[config.mk]
export PLATFORM = sky130hd
export DESIGN_NAME = utf8_stream_decoder_top
export DESIGN_NICKNAME = d
export VERILOG_FILES = /design/src/utf8d_pkg.sv /design/src/utf8d_decode.sv /design/src/utf8_stream_decoder_top.sv
export SDC_FILE = /design/constraint.sdc
export NUM_CORES = 1
export LEC_CHECK = 0
export ABC_AREA = 1
export BUFFER_PORTS_ARGS = -buffer_cell sky130_fd_sc_hd__buf_2
export CAP_MARGIN = 5
export CORE_MARGIN = 2
export CORE_UTILIZATION = 54
export DETAILED_ROUTE_END_ITERATION = 10
export PLACE_DENSITY = 0.75
export SLEW_MARGIN = 20
export SYNTH_ARGS = -nofsm -noshare
export SYNTH_HDL_FRONTEND = slang
export SYNTH_HIERARCHICAL = 1
export SYNTH_SLANG_ARGS = --single-unit
[constraint.sdc]
create_clock -name clock -period 2.15 [get_ports clock]
set_input_delay 0.3225 -clock clock [delete_from_list [all_inputs] [get_ports clock]]
set_output_delay 0.3225 -clock clock [all_outputs]
set_load 0.05 [all_outputs]
[src/utf8d_pkg.sv]
// Shared types, constants and helper functions for the UTF-8 stream decoder.
// Used by utf8d_decode and utf8_stream_decoder_top; depends on nothing else.
package utf8d_pkg;

   localparam int MAX_SEQ_BYTES = 6;

   localparam logic [30:0] SUBST_CHAR = 31'd63;

   // Sequence state carried from one byte to the next.
   typedef struct packed {
      logic [2:0]  needed;
      logic [2:0]  taken;
      logic [2:0]  seq_len;
      logic [30:0] acc;
   } seq_state_type;

   // Result items caused by one byte: a run of substitutions, then an optional tail item.
   typedef struct packed {
      logic [2:0]  q_cnt;
      logic        tail_vld;
      logic [30:0] tail_cp;
      logic        tail_rep;
      logic        tail_end;
   } job_type;

   // Smallest value that a sequence of the given length may encode.
   function automatic logic [30:0] min_value(input logic [2:0] len);
      logic [30:0] val;
      case (len)
         3'd2:    val = 31'h0000080;
         3'd3:    val = 31'h0000800;
         3'd4:    val = 31'h0010000;
         3'd5:    val = 31'h0200000;
         3'd6:    val = 31'h4000000;
         default: val = 31'h0000000;
      endcase
      return val;
   endfunction

endpackage

[src/utf8d_decode.sv]
// Combinational decode of one byte against the pending sequence state.
// Produces the next state and the result items for the byte; uses utf8d_pkg.
module utf8d_decode (
   input  logic [7:0]              byte_in,
   input  utf8d_pkg::seq_state_type st,
   output utf8d_pkg::seq_state_type st_next,
   output utf8d_pkg::job_type      job
);

   logic [3:0]  lead_len;
   logic        is_cont;
   logic        idle_eval;
   logic [30:0] acc_ext;
   logic [7:0]  lead_mask;

   always_comb begin
      if (byte_in inside {[8'h00:8'h7F]}) begin
         lead_len = 4'd0;
      end else if (byte_in inside {[8'h80:8'hBF]}) begin
         lead_len = 4'd1;
      end else if (byte_in inside {[8'hC0:8'hDF]}) begin
         lead_len = 4'd2;
      end else if (byte_in inside {[8'hE0:8'hEF]}) begin
         lead_len = 4'd3;
      end else if (byte_in inside {[8'hF0:8'hF7]}) begin
         lead_len = 4'd4;
      end else if (byte_in inside {[8'hF8:8'hFB]}) begin
         lead_len = 4'd5;
      end else if (byte_in inside {[8'hFC:8'hFD]}) begin
         lead_len = 4'd6;
      end else if (byte_in == 8'hFE) begin
         lead_len = 4'd7;
      end else begin
         lead_len = 4'd8;
      end
   end

   assign is_cont   = (byte_in[7:6] == 2'b10);
   assign acc_ext   = {st.acc[24:0], byte_in[5:0]};
   assign lead_mask = 8'h7F >> lead_len;

   always_comb begin
      st_next   = st;
      job       = '0;
      idle_eval = 1'b0;
      if (st.needed != 3'd0) begin
         if (is_cont) begin
            st_next.acc    = acc_ext;
            st_next.taken  = st.taken + 3'd1;
            st_next.needed = st.needed - 3'd1;
            if (st.needed == 3'd1) begin
               st_next = '0;
               if (acc_ext < utf8d_pkg::min_value(st.seq_len)) begin
                  job.q_cnt = st.seq_len;
               end else begin
                  job.tail_vld = 1'b1;
                  job.tail_cp  = acc_ext;
               end
            end
         end else begin
            job.q_cnt = (st.taken >= 3'd4) ? 3'd5 : st.taken + 3'd1;
            st_next   = '0;
            idle_eval = 1'b1;
         end
      end else begin
         idle_eval = 1'b1;
      end

      if (idle_eval) begin
         if (byte_in == 8'h00) begin
            job.tail_vld = 1'b1;
            job.tail_end = 1'b1;
         end else if (lead_len == 4'd0) begin
            job.tail_vld = 1'b1;
            job.tail_cp  = {23'd0, byte_in};
         end else if (lead_len < 4'd2 ||
                      lead_len > 4'(utf8d_pkg::MAX_SEQ_BYTES)) begin
            job.tail_vld = 1'b1;
            job.tail_cp  = utf8d_pkg::SUBST_CHAR;
            job.tail_rep = 1'b1;
         end else begin
            st_next.seq_len = lead_len[2:0];
            st_next.needed  = lead_len[2:0] - 3'd1;
            st_next.taken   = 3'd0;
            st_next.acc     = {23'd0, byte_in & lead_mask};
         end
      end
   end

endmodule

[src/utf8_stream_decoder_top.sv]
// Top level of the UTF-8 stream decoder: input register, decode, result queue.
// Instantiates utf8d_decode; uses utf8d_pkg.
// A byte accepted into the input register is decoded into the result register
// once that register is free; its results are then offered from there.
// Input takes one byte per cycle while each byte gives at most one result and the
// receiver is ready; more results hold the result register until the last is taken.
// Reset (synchronous, active high) empties both registers and clears the sequence.
module utf8_stream_decoder_top (
   input  logic        clock,
   input  logic        reset,
   input  logic        req_valid,
   output logic        req_ready,
   input  logic [7:0]  req_in_byte,
   output logic        rsp_valid,
   input  logic        rsp_ready,
   output logic [30:0] rsp_code_point,
   output logic        rsp_replaced,
   output logic        rsp_end_mark,
   output logic        rsp_last
);

   logic                      in_valid_ff, in_valid_in;
   logic [7:0]                in_byte_ff, in_byte_in;
   utf8d_pkg::seq_state_type  st_ff, st_in, st_dec;
   utf8d_pkg::job_type        job_ff, job_in, job_dec;
   logic                      job_empty;
   logic                      job_one;
   logic                      in_move;
   logic                      rsp_xfer;

   utf8d_decode u_decode (
      .byte_in (in_byte_ff),
      .st      (st_ff),
      .st_next (st_dec),
      .job     (job_dec)
   );

   assign job_empty = (job_ff.q_cnt == 3'd0) && !job_ff.tail_vld;
   assign job_one   = ((job_ff.q_cnt == 3'd1) && !job_ff.tail_vld) ||
                      ((job_ff.q_cnt == 3'd0) && job_ff.tail_vld);
   assign rsp_xfer  = rsp_valid && rsp_ready;
   assign in_move   = in_valid_ff && (job_empty || (rsp_ready && job_one));
   assign req_ready = !in_valid_ff || in_move;

   assign rsp_valid      = !job_empty;
   assign rsp_code_point = (job_ff.q_cnt != 3'd0) ? utf8d_pkg::SUBST_CHAR : job_ff.tail_cp;
   assign rsp_replaced   = (job_ff.q_cnt != 3'd0) ? 1'b1 : job_ff.tail_rep;
   assign rsp_end_mark   = (job_ff.q_cnt != 3'd0) ? 1'b0 : job_ff.tail_end;
   assign rsp_last       = job_one;

   always_comb begin
      in_valid_in = in_valid_ff;
      in_byte_in  = in_byte_ff;
      st_in       = st_ff;
      job_in      = job_ff;
      if (in_move) begin
         in_valid_in = 1'b0;
         st_in       = st_dec;
         job_in      = job_dec;
      end else if (rsp_xfer) begin
         if (job_ff.q_cnt != 3'd0) begin
            job_in.q_cnt = job_ff.q_cnt - 3'd1;
         end else begin
            job_in.tail_vld = 1'b0;
         end
      end
      if (req_valid && req_ready) begin
         in_valid_in = 1'b1;
         in_byte_in  = req_in_byte;
      end
   end

   always_ff @(posedge clock) begin
      if (reset) begin
         in_valid_ff     <= 1'b0;
         st_ff           <= '0;
         job_ff.q_cnt    <= 3'd0;
         job_ff.tail_vld <= 1'b0;
      end else begin
         in_valid_ff     <= in_valid_in;
         st_ff           <= st_in;
         job_ff.q_cnt    <= job_in.q_cnt;
         job_ff.tail_vld <= job_in.tail_vld;
      end
      in_byte_ff      <= in_byte_in;
      job_ff.tail_cp  <= job_in.tail_cp;
      job_ff.tail_rep <= job_in.tail_rep;
      job_ff.tail_end <= job_in.tail_end;
   end

endmodule
# Word level (Yosys, flattened, before mapping)

Cells that the tools add are included.

Word-level logic and storage cells: 122
Output and inout bits: 36
Bits of input ports: 12
Register bits after elaboration: 86

Shift-type cells: 1
Bitwise logic cells: 2
$add $sub $neg: 4
Equality and inequality tests: 10
Reductions and logical operators: 32
Order comparisons: 18
Multiplexer cells: 44

Operator list:

| operator                                                           | count |
|---|---|
| 2-to-1 mux 40 bit                                                  | 7 |
| one-hot mux 27 bit (5 select lines)                                | 1 |
| 2-to-1 mux 32 bit                                                  | 4 |
| 2-to-1 mux 31 bit                                                  | 4 |
| 2-to-1 mux 35 bit                                                  | 2 |
| greater-or-equal comparator 8 bit (second input constant)          | 6 |
| <= comparator 8 bit (second input constant)                        | 6 |
| 2-to-1 mux 4 bit                                                   | 10 |
| 2-to-1 mux 34 bit                                                  | 1 |
| 2-to-1 mux 33 bit                                                  | 1 |
| less-than comparator 31 bit                                        | 1 |
| logical AND 1 bit                                                  | 14 |
| 2-to-1 mux 3 bit                                                   | 4 |
| 2-to-1 mux 1 bit                                                   | 10 |
| equality test 3 bit (second input constant)                        | 3 |
| subtractor 3 x 1 -> 3 bit (second input constant)                  | 3 |
| bitwise AND 8 bit                                                  | 1 |
| equality test 8 bit (second input constant)                        | 1 |
| greater-or-equal comparator 8 x 1 -> 1 bit (second input constant) | 1 |
| <= comparator 8 x 7 -> 1 bit (second input constant)               | 1 |
| zero test 8 bit                                                    | 1 |
| >> shifter 7 x 4 -> 8 bit (first input constant)                   | 1 |
| equality test 3 x 1 -> 1 bit (second input constant)               | 2 |
| equality test 3 x 2 -> 1 bit (second input constant)               | 2 |
| other kinds (15)                                                   | 24 |

# Logic depth before layout (Yosys ltp)

Gate-level depths: netlist of the first run.

Depth after elaboration: 16
Mapped depth: 17

# Cells and area by module

Netlist of the first run, hierarchy kept.

By module, submodules not included:

| module                  | instances | area each (um^2) | cells each | sequential area each (um^2) |
|---|---|---|---|---|
| utf8_stream_decoder_top | 1         | 3,288.2          | 340        | 2,132.0 |
| utf8d_decode            | 1         | 1,834.3          | 363        | 0.0 |

# Worst setup path before layout of the first run

Ideal clock, no wire load.

Path kind: reg2reg
From: register in_byte_ff[6]
To: register st_ff[37] (netlist name)
Path buffers: 1
Cell stages (with the launch flop): 18
Library setup time: 116 ps
Required time: 2,034 ps
Clock period less this slack: 2,198 ps
Path slack: -48 ps
Arrival time: 2,082 ps
Path through: edfxtp_1 -> nand2_2 -> nor2_4 -> inv_1 -> nor2_1 -> nand3_1 -> nand3_1 -> inv_1 -> ha_1 -> inv_1 -> nor2_2 -> inv_2 -> nand2_8 -> buf_6 -> nand3_2 -> nand3_1 -> o21ai_0 -> nor2_1

RTL lines:

| item                   | RTL line                      | source |
|---|---|---|
| from (decl)            | utf8_stream_decoder_top.sv:23 | `logic [7:0] in_byte_ff, in_byte_in;` |
| from (signal assigned) | utf8_stream_decoder_top.sv:85 | `in_byte_ff <= in_byte_in;` |
| to (signal assigned)   | utf8_stream_decoder_top.sv:81 | `st_ff <= st_in;` |
| to (decl)              | utf8_stream_decoder_top.sv:24 | `utf8d_pkg::seq_state_type st_ff, st_in, st_dec;` |

# Worst setup path after layout of the first run

From: register job_ff[34] (netlist name)
To: output port rsp_code_point[6]

Longest elaborated chain between the ends: 2

RTL lines:

| item               | RTL line                      | source |
|---|---|---|
| from (decl)        | utf8_stream_decoder_top.sv:25 | `utf8d_pkg::job_type job_ff, job_in, job_dec;` |
| nonzero test 3 bit | utf8_stream_decoder_top.sv:46 | `assign rsp_code_point = (job_ff.q_cnt != 3'd0) ? utf8d_pkg::SUBST_CHAR : job_ff.tail_cp;` |
| 2-to-1 mux 31 bit  | utf8_stream_decoder_top.sv:46 |  |
| to (decl)          | utf8_stream_decoder_top.sv:16 | `output logic [30:0] rsp_code_point,` |

Every way passes these cells.

==> impl_metrics.ini, run 1 <==
[worst_hold_path]
min_path_type = input port to flip-flop

[finish]
drive_above_1_share_pct = 27.99
area_growth_pct = 24.61
fin_util_pct = 69.35
design_area_sq_um = 6018
antennaDiodeCount = 0
layout.nets = 758

[sta]
setup_ws_ns = 0.04034
holdWs_ns = 0.1325
hold_viol = 0
timing.final.crit_share_pct = 98.12
skew_ns = 0.01270
fmax_ghz = 0.4740
rsz0062_at_grt = yes
max_slew_margin_pct = 72.91
final-setup-viol-count = 0
period_minus_slack_ns = 2.110
worst_pin_slew_ns = 0.4058
drv_slew = 0
fin_tns_setup_ns = 0

[placement]
pre_cts_ws_ns = -0.07690
dpl.hpwl_um = 7989
place_area_sq_um = 5319
place_congestion = 0.9672
portBuffers = 47

[critical_path]
worstSetupPathType = flip-flop to output pin
slowest_stage = dfxtp_2
timing.critical_path.cells = inv_2 -> ha_2 -> inv_1 -> nor2_4 -> inv_4 -> buf_12 -> nor2_1 -> buf_4
arrival_ns = 1.79
crit_buf_inv = 5
end_kind = output pin
cp-start-kind = flip-flop
required_ns = 1.83
max_stage_delay_ns = 0.33
path_max_fanout = 24
cpLargestDelayFamily = buffers and inverters

[clock_network]
cts_root_buf = clkbuf_8
cts_made_buffers = 9
clkLatencyLatePin_ns = 0.36
cts_tree = done
clkTransAtPathRegs_ns = 0.09
numClockSinks = 80
htree_levels = 3
cts.path.max_buffers = 2

[routing]
viasPerCell = 5.403
drtIter0Drc = 429
wl_met3_um = 955
wl_met2_um = 5740
ant_nets = 0
m1WireLength_um = 5033
highest_layer = met4
wl_per_cell_um = 14.21
first_pass_iters = 5
wirelength_um = 12000
drc = 0
via_count = 4560

[die]
initial_core_util_pct = 55.65
core_area_sq_um = 8678
die_y_um = 98.57
dieWidth_um = 98.57
ios = 48
dieArea_sq_um = 9716
row_count = 34

[yosys]
avgSynthCellArea_sq_um = 7.373
ys.warnings.count = 6
netlist_area_sq_um = 4830
syn_nets = 682
syn-instance-count = 655

[power]
irDropWorstVdd_uv = 867.4
powerDensity_nw_per_um2 = 1645
leakagePower_nw = 2.742

[global_routing]
grt_pass1_wl_um = 18440
grt_max_degree = 38
grt_pass1_vias = 3846
track_usage_pct = 23.48
overflow = 0
grt_antenna_before_repair = 0

[status]
outcome = complete, no violations

[job]
max_cap_violations = 0
[metrics by stage]
step	cells	total power (W)
floorplan	655	0.006556
global placement	815	0.007593
finish	844	0.009901
global route	844	0.01052
detailed placement	815	0.007741
CTS	833	0.009003
[final timing paths]
path                           start                      end  slack, ns  cells past startpoint
max          job_ff[34]$_SDFFE_PP0P_        rsp_code_point[6]       0.04                      8
min                   req_in_byte[7]  in_byte_ff[7]$_DFFE_PP_       0.13                      1
max reg2reg   st_ff[32]$_SDFFE_PP0P_  job_ff[36]$_SDFFE_PP0P_       0.09                     14
min reg2reg    st_ff[7]$_SDFFE_PP0P_    st_ff[7]$_SDFFE_PP0P_       0.49                      2
[state kept, by name (all words and copies together), names as in the netlist]
name and cells:
in_byte_ff 8, st_ff 34, in_valid_ff 1, job_ff 37
[what timing repair did]
item                       CTS  global route
buffers inserted             2            10
hold buffers                 0             0
gates cloned                 0             1
pin swaps                    2            29
setup endpoints to repair   62            99
resized for setup           34           117
[layout by cell type, fill, tap and decap left out, drive strengths merged, types with 5 or more instances in the layout]
master and count:
a21oi 15, nand2 102, clkinv 5, nand3 44, ha 15, inv 113, clkbuf 10, nor2 156
dfxtp 39, edfxtp 41, o22ai 19, or2 9, buf 93, o21ai 56
[where the power goes]
part,switching (W),internal (W)
clock,0.000603,0.000430
sequential,0.000274,0.00207
combinational,0.00430,0.00223
[layout make-up]
type / count / area (sq um)
well taps: 108 / 135.1
fillers: 683 / 2660
multi-input cells: 433 / 2409
flip-flops and latches: 80 / 2022
clock buffers: 9 / 123.9
repair buffers: 94 / 832.0
inverters: 113 / 439.2
clock inverters: 7 / 57.56
[metal layers]
layer  up-vias  track usage (%)
li1       2233                -
met1      2067            33.70
met2       232            35.85
met3        28            4.823
met4         0            7.482
met5         -                0
Power figures use the tool's default switching activity.
==> run 2, diff against run 1 <==
--- a/config.mk
+++ b/config.mk
@@ -6,12 +6,15 @@
 export NUM_CORES = 1
 export LEC_CHECK = 0
 export ABC_AREA = 1
+export ABC_CLOCK_PERIOD_IN_PS = 2150
 export BUFFER_PORTS_ARGS = -buffer_cell sky130_fd_sc_hd__buf_2
 export CAP_MARGIN = 5
 export CORE_MARGIN = 2
 export CORE_UTILIZATION = 54
 export DETAILED_ROUTE_END_ITERATION = 10
+export HOLD_SLACK_MARGIN = 0.15
 export PLACE_DENSITY = 0.75
+export SKIP_LAST_GASP = 1
 export SLEW_MARGIN = 20
 export SYNTH_ARGS = -nofsm -noshare
 export SYNTH_HDL_FRONTEND = slang
==> run 2 against run 1 <==
Against the previous run:
- critical path type unchanged
- final area grew 1.3%
- fmax shrank 0.26%
- routed wire length grew 0.77%
- critical path depth is the same
- die area is the same
==> impl_metrics.ini, run 2 (synthesis results as in run 1) <==
[status]
outcome = complete, no violations

[critical_path]
required_ns = 1.83
rr_startpoint = st_ff[31]$_SDFFE_PP0P_
r2r_setup_slack_ns = 0.07
arrival_ns = 1.79
worstRegToRegCells = 14
worstSetupPathType = flip-flop to output pin
end_kind = output pin
endpoint = rsp_code_point[6]
crit_start = job_ff[34]$_SDFFE_PP0P_
worstReg2RegEnd = job_ff[36]$_SDFFE_PP0P_
cp-start-kind = flip-flop
path_max_fanout = 24

[power]
irDropWorstVdd_uv = 864.9
powerDensity_nw_per_um2 = 1622
power_w = 0.009883
leakagePower_nw = 2.774

[global_routing]
grt_max_degree = 38
track_usage_pct = 23.77
grt_pass1_wl_um = 18660
grt_antenna_before_repair = 0
grt_pass1_vias = 3909
overflow = 0

[sta]
period_minus_slack_ns = 2.115
timing.final.crit_share_pct = 98.38
drv_slew = 0
rsz0062_at_grt = yes
fin_tns_setup_ns = 0
final-setup-viol-count = 0
holdWs_ns = 0.1751
worst_pin_slew_ns = 0.4033
skew_ns = 0.01127
max_slew_margin_pct = 73.08
hold_viol = 0
fmax_ghz = 0.4728

[die]
core_area_sq_um = 8678
initial_core_util_pct = 55.65
ios = 48
dieArea_sq_um = 9716
row_count = 34
die_y_um = 98.57
dieWidth_um = 98.57

[routing]
ant_nets = 0
drtIter0Drc = 368
wirelength_um = 12090
via_count = 4552
drc = 0
wl_per_cell_um = 14.19
viasPerCell = 5.343
first_pass_iters = 5

[clock_network]
cts_tree = done
clkLatencyLatePin_ns = 0.36
cts_made_buffers = 9
cts.path.max_buffers = 2
clkTransAtPathRegs_ns = 0.09
cts_root_buf = clkbuf_8
htree_levels = 3
numClockSinks = 80

[job]
max_cap_violations = 0

[finish]
reg_top3 = job_ff (37), st_ff (34), in_byte_ff (8)
design_area_sq_um = 6095
layout_common_cells = 131 x nor2_1, 96 x inv_1, 89 x nand2_1
ff_latch_area_sq_um = 2021
largest_reg_flops = 37
stdcell_count = 852
area_growth_pct = 26.19
regMostFlops = job_ff
layout.nets = 766
final_common_cell = nor2_1
fillers = 677
multi_input_area_sq_um = 2402
drive_above_1_share_pct = 27.28
antennaDiodeCount = 0

[placement]
dpl.hpwl_um = 7989
portBuffers = 47
place_congestion = 0.9672
place_area_sq_um = 5319
dp.cells = 815

[worst_hold_path]
min_path_type = input port to flip-flop
run 2: per-stage QoR:
step | utilization [%] | setup slack [ns]
finish | 70.23 | 0.03488
global route | 70.23 | -0.1091
CTS | 65.51 | 0.006449
detailed placement | 61.29 | -0.07690
global placement | 61.29 | 0.03596
floorplan | - | -0.03593
run 2: area by class of cell:
class                      count  share of cell area, %
sequential                    80                  33.16
timing repair buffer         102                  15.03
multi-input combinational    433                  39.42
clock buffer                   9                  2.032
inverter                     113                  7.206
tap                          108                  2.217
clock inverter                 7                 0.9444
run 2: how the worst min path moves through the flow:
stage / cells past startpoint / slack, ns / startpoint / to
CTS: 2 / 0.16 / reset / in_valid_ff$_SDFFE_PP0P_
global route: 2 / 0.17 / reset / job_ff[33]$_SDFFE_PP0P_
finish: 2 / 0.18 / reset / in_valid_ff$_SDFFE_PP0P_
global placement: 2 / 0.46 / st_ff[7]$_SDFFE_PP0P_ / st_ff[7]$_SDFFE_PP0P_
floorplan: 1 / 0.39 / reset / in_valid_ff$_SDFFE_PP0P_
detailed placement: 2 / 0.47 / st_ff[7]$_SDFFE_PP0P_ / st_ff[7]$_SDFFE_PP0P_
run 2: worst max-delay path, stage by stage, from the launching register on:
cell     delay (ns)
dfxtp_1        0.33
inv_2          0.08
ha_2           0.18
inv_1          0.06
nor2_4         0.20
inv_4          0.09
buf_12         0.17
nor2_1         0.11
buf_4          0.21
run 2: report_power, final:
part / total [W] / internal, W / switching, W / leakage (nW)
sequential: 0.00234 / 0.00207 / 0.000271 / 0.711
combinational: 0.00651 / 0.00223 / 0.00427 / 1.98
clock: 0.00103 / 0.000431 / 0.000604 / 0.0873
run 2: per-layer routing:
layer | GRT usage [%] | part of all wire (%) | vias to the layer above | wire length [um]
li1 | - | - | 2246 | -
met1 | 33.77 | 42 | 2062 | 5077
met2 | 36.63 | 49 | 220 | 5870
met3 | 4.894 | 7.2 | 24 | 876
met4 | 7.587 | 2.2 | 0 | 262
met5 | 0 | 0 | - | 0
run 2: repair_timing:
action / CTS / global route
pin swaps: 2 / 29
buffers inserted: 2 / 10
endpoints found under the setup margin: 62 / 99
gates cloned: 0 / 1
endpoints found under the hold margin: 8 / 0
resized for setup: 34 / 115
hold buffers: 8 / 0
==> run 3, diff against run 2 <==
--- a/config.mk
+++ b/config.mk
@@ -6,17 +6,20 @@
 export NUM_CORES = 1
 export LEC_CHECK = 0
 export ABC_AREA = 1
-export ABC_CLOCK_PERIOD_IN_PS = 2150
+export ABC_CLOCK_PERIOD_IN_PS = 2050
 export BUFFER_PORTS_ARGS = -buffer_cell sky130_fd_sc_hd__buf_2
 export CAP_MARGIN = 5
+export CELL_PAD_IN_SITES_DETAIL_PLACEMENT = 0
+export CELL_PAD_IN_SITES_GLOBAL_PLACEMENT = 2
 export CORE_MARGIN = 2
-export CORE_UTILIZATION = 54
+export CORE_UTILIZATION = 34
 export DETAILED_ROUTE_END_ITERATION = 10
 export HOLD_SLACK_MARGIN = 0.15
-export PLACE_DENSITY = 0.75
+export PLACE_DENSITY = 0.77
 export SKIP_LAST_GASP = 1
 export SLEW_MARGIN = 20
 export SYNTH_ARGS = -nofsm -noshare
 export SYNTH_HDL_FRONTEND = slang
 export SYNTH_HIERARCHICAL = 1
 export SYNTH_SLANG_ARGS = --single-unit
+export TNS_END_PERCENT = 100
==> constraint.sdc (replaced) <==
create_clock -name clock -period 2.05 [get_ports clock]
set_input_delay 0.3075 -clock clock [delete_from_list [all_inputs] [get_ports clock]]
set_output_delay 0.3075 -clock clock [all_outputs]
set_load 0.05 [all_outputs]
==> run 3 against run 2 <==
Against the previous run:
- the run now ends with negative setup slack left
- register-to-register slack got worse by 0.11 ns
- total power up 12%
- sequential power increased by 6%
- highest routed layer unchanged
- flip-flop and latch count unchanged
- largest cell class unchanged
- non-clock buffer count increased by 19
- first-iteration DRC count down 42%
- final area rose by 8.8%
- worst hold slack better by 0.20 ns
==> impl_metrics.ini, run 3 (synthesis results as in run 1) <==
[status]
outcome = complete, but fails checks
failed_checks = negative setup slack

[critical_path]
timing.critical_path.cells = inv_4 -> nand3_2 -> ha_4 -> nand2_1 -> nand3_1 -> nand2_1 -> nand2_2 -> a21oi_4 -> nand2_4 -> nand2_8 -> buf_12 -> buf_12 -> nor2_1
max_stage_delay_ns = 0.37
end_kind = flip-flop
path_max_fanout = 6
arrival_ns = 2.18
worstSetupPathType = flip-flop to flip-flop
required_ns = 2.14
slowest_stage = dfxtp_4
cp-start-kind = flip-flop

[clock_network]
cts_tree = done
numClockSinks = 80
cts_root_buf = clkbuf_16
cts.path.max_buffers = 2
htree_levels = 3
clkLatencyLatePin_ns = 0.35
cts_made_buffers = 9
clkTransAtPathRegs_ns = 0.06

[sta]
max_slew_margin_pct = 71.55
holdWs_ns = 0.3760
hold_viol = 0
final-setup-viol-count = 12
fin_tns_setup_ns = -0.1938
setup_ws_ns = -0.03523
drv_slew = 0
period_minus_slack_ns = 2.085
worst_pin_slew_ns = 0.4262
skew_ns = 0.007424
timing.final.crit_share_pct = 101.7
fmax_ghz = 0.4796
rsz0062_at_grt = yes

[finish]
stdcell_count = 943
drive_above_1_share_pct = 31.32
final_common_cell = nor2_1
layout_common_cells = 130 x nor2_1, 96 x inv_1, 82 x nand2_1
regMostFlops = job_ff
fin_util_pct = 47.76
area_growth_pct = 37.25
reg_top3 = job_ff (37), st_ff (34), in_byte_ff (8)
layout.nets = 785
largest_reg_flops = 37
antennaDiodeCount = 0

[placement]
pre_cts_ws_ns = -0.06133
dpl.hpwl_um = 9371
portBuffers = 47
place_congestion = 0.8734
dp.cells = 898

[power]
p_clk_share_pct = 14.4
switching_share_pct = 50.45
power_frac_comb_pct = 63.2
power_switching_w = 0.005578
leakagePower_nw = 2.953
p_seq_share_pct = 22.5
internal_power_w = 0.005479
irDropWorstVdd_uv = 617.9
powerDensity_nw_per_um2 = 1668

[job]
max_cap_violations = 0

[die]
ios = 48
initial_core_util_pct = 34.79
die_y_um = 123.2
core_area_sq_um = 13880
row_count = 43
dieWidth_um = 123.2
dieArea_sq_um = 15170

[global_routing]
grt_antenna_before_repair = 0
overflow = 0
grt_pass1_wl_um = 21600
track_usage_pct = 18.65
grt_pass1_vias = 4075
grt_max_degree = 38

[routing]
drc = 0
wl_per_cell_um = 14.67
drtIter0Drc = 214
wirelength_um = 13830
viasPerCell = 4.729
ant_nets = 0
first_pass_iters = 4
via_count = 4459

[worst_hold_path]
min_path_type = input port to flip-flop
run 3: worst max-delay path: cells and delay by family (launching register included):
family,cells,cell delay (ns)
adders and majority gates,1,0.26
and+or+nand+nor,8,0.64
DFF,1,0.37
AOI/OAI and AO/OA,1,0.22
buffers and inverters,3,0.34
run 3: worst paths after layout:
| path | from | endpoint | slack [ns] | cells after the start |
|---|---|---|---|---|
| max | st_ff[31]$_SDFFE_PP0P_ | job_ff[11]$_DFFE_PP_ | -0.04 | 13 |
| min reg2reg | st_ff[23]$_SDFFE_PP0P_ | st_ff[23]$_SDFFE_PP0P_ | 0.47 | 2 |
| min | req_valid | in_valid_ff$_SDFFE_PP0P_ | 0.38 | 3 |
| max reg2reg | st_ff[31]$_SDFFE_PP0P_ | job_ff[11]$_DFFE_PP_ | -0.04 | 13 |
run 3: repair_timing:
| item | in CTS | in global routing |
|---|---|---|
| gates resized for setup | 45 | 124 |
| endpoints found under the hold margin | 10 | 0 |
| buffers inserted | 7 | 10 |
| gates cloned | 2 | 1 |
| endpoints found under the setup margin | 79 | 100 |
| pin swaps | 7 | 52 |
| hold buffers | 9 | 0 |
run 3: stage by stage:
step | area (sq um) | total power (W)
6_report | 6629 | 0.01106
5_1_grt | 6629 | 0.01184
4_1_cts | 6121 | 0.01046
3_5_place_dp | 5507 | 0.008408
3_3_place_gp | 5507 | 0.008378
2_1_floorplan | 4853 | 0.006916
run 3: layout make-up:
| cell class | count | area, sq um |
|---|---|---|
| timing repair buffer | 121 | 1072 |
| clock buffer | 13 | 270.3 |
| sequential | 80 | 2024 |
| multi-input combinational | 433 | 2577 |
| tap | 180 | 225.2 |
| clock inverter | 3 | 22.52 |
| fill | 1409 | 7252 |
| inverter | 113 | 436.7 |
run 3: per-layer routing:
layer | GRT usage, % | up-vias | share of wire, %
li1 | - | 2281 | -
met1 | 26.94 | 2086 | 50
met2 | 28.50 | 74 | 45
met3 | 2.260 | 18 | 2.8
met4 | 6.889 | 0 | 2.1
met5 | 0 | - | 0
run 3: power groups by stage:
stage	Sequential (W)	Clock [W]	Combinational, W
after floorplan	0.00239	0	0.00453
after global placement	0.00246	0	0.00591
after detailed placement	0.00248	0	0.00593
after CTS	0.00245	0.00165	0.00636
after global routing	0.00255	0.00169	0.00760
final	0.00249	0.00159	0.00698
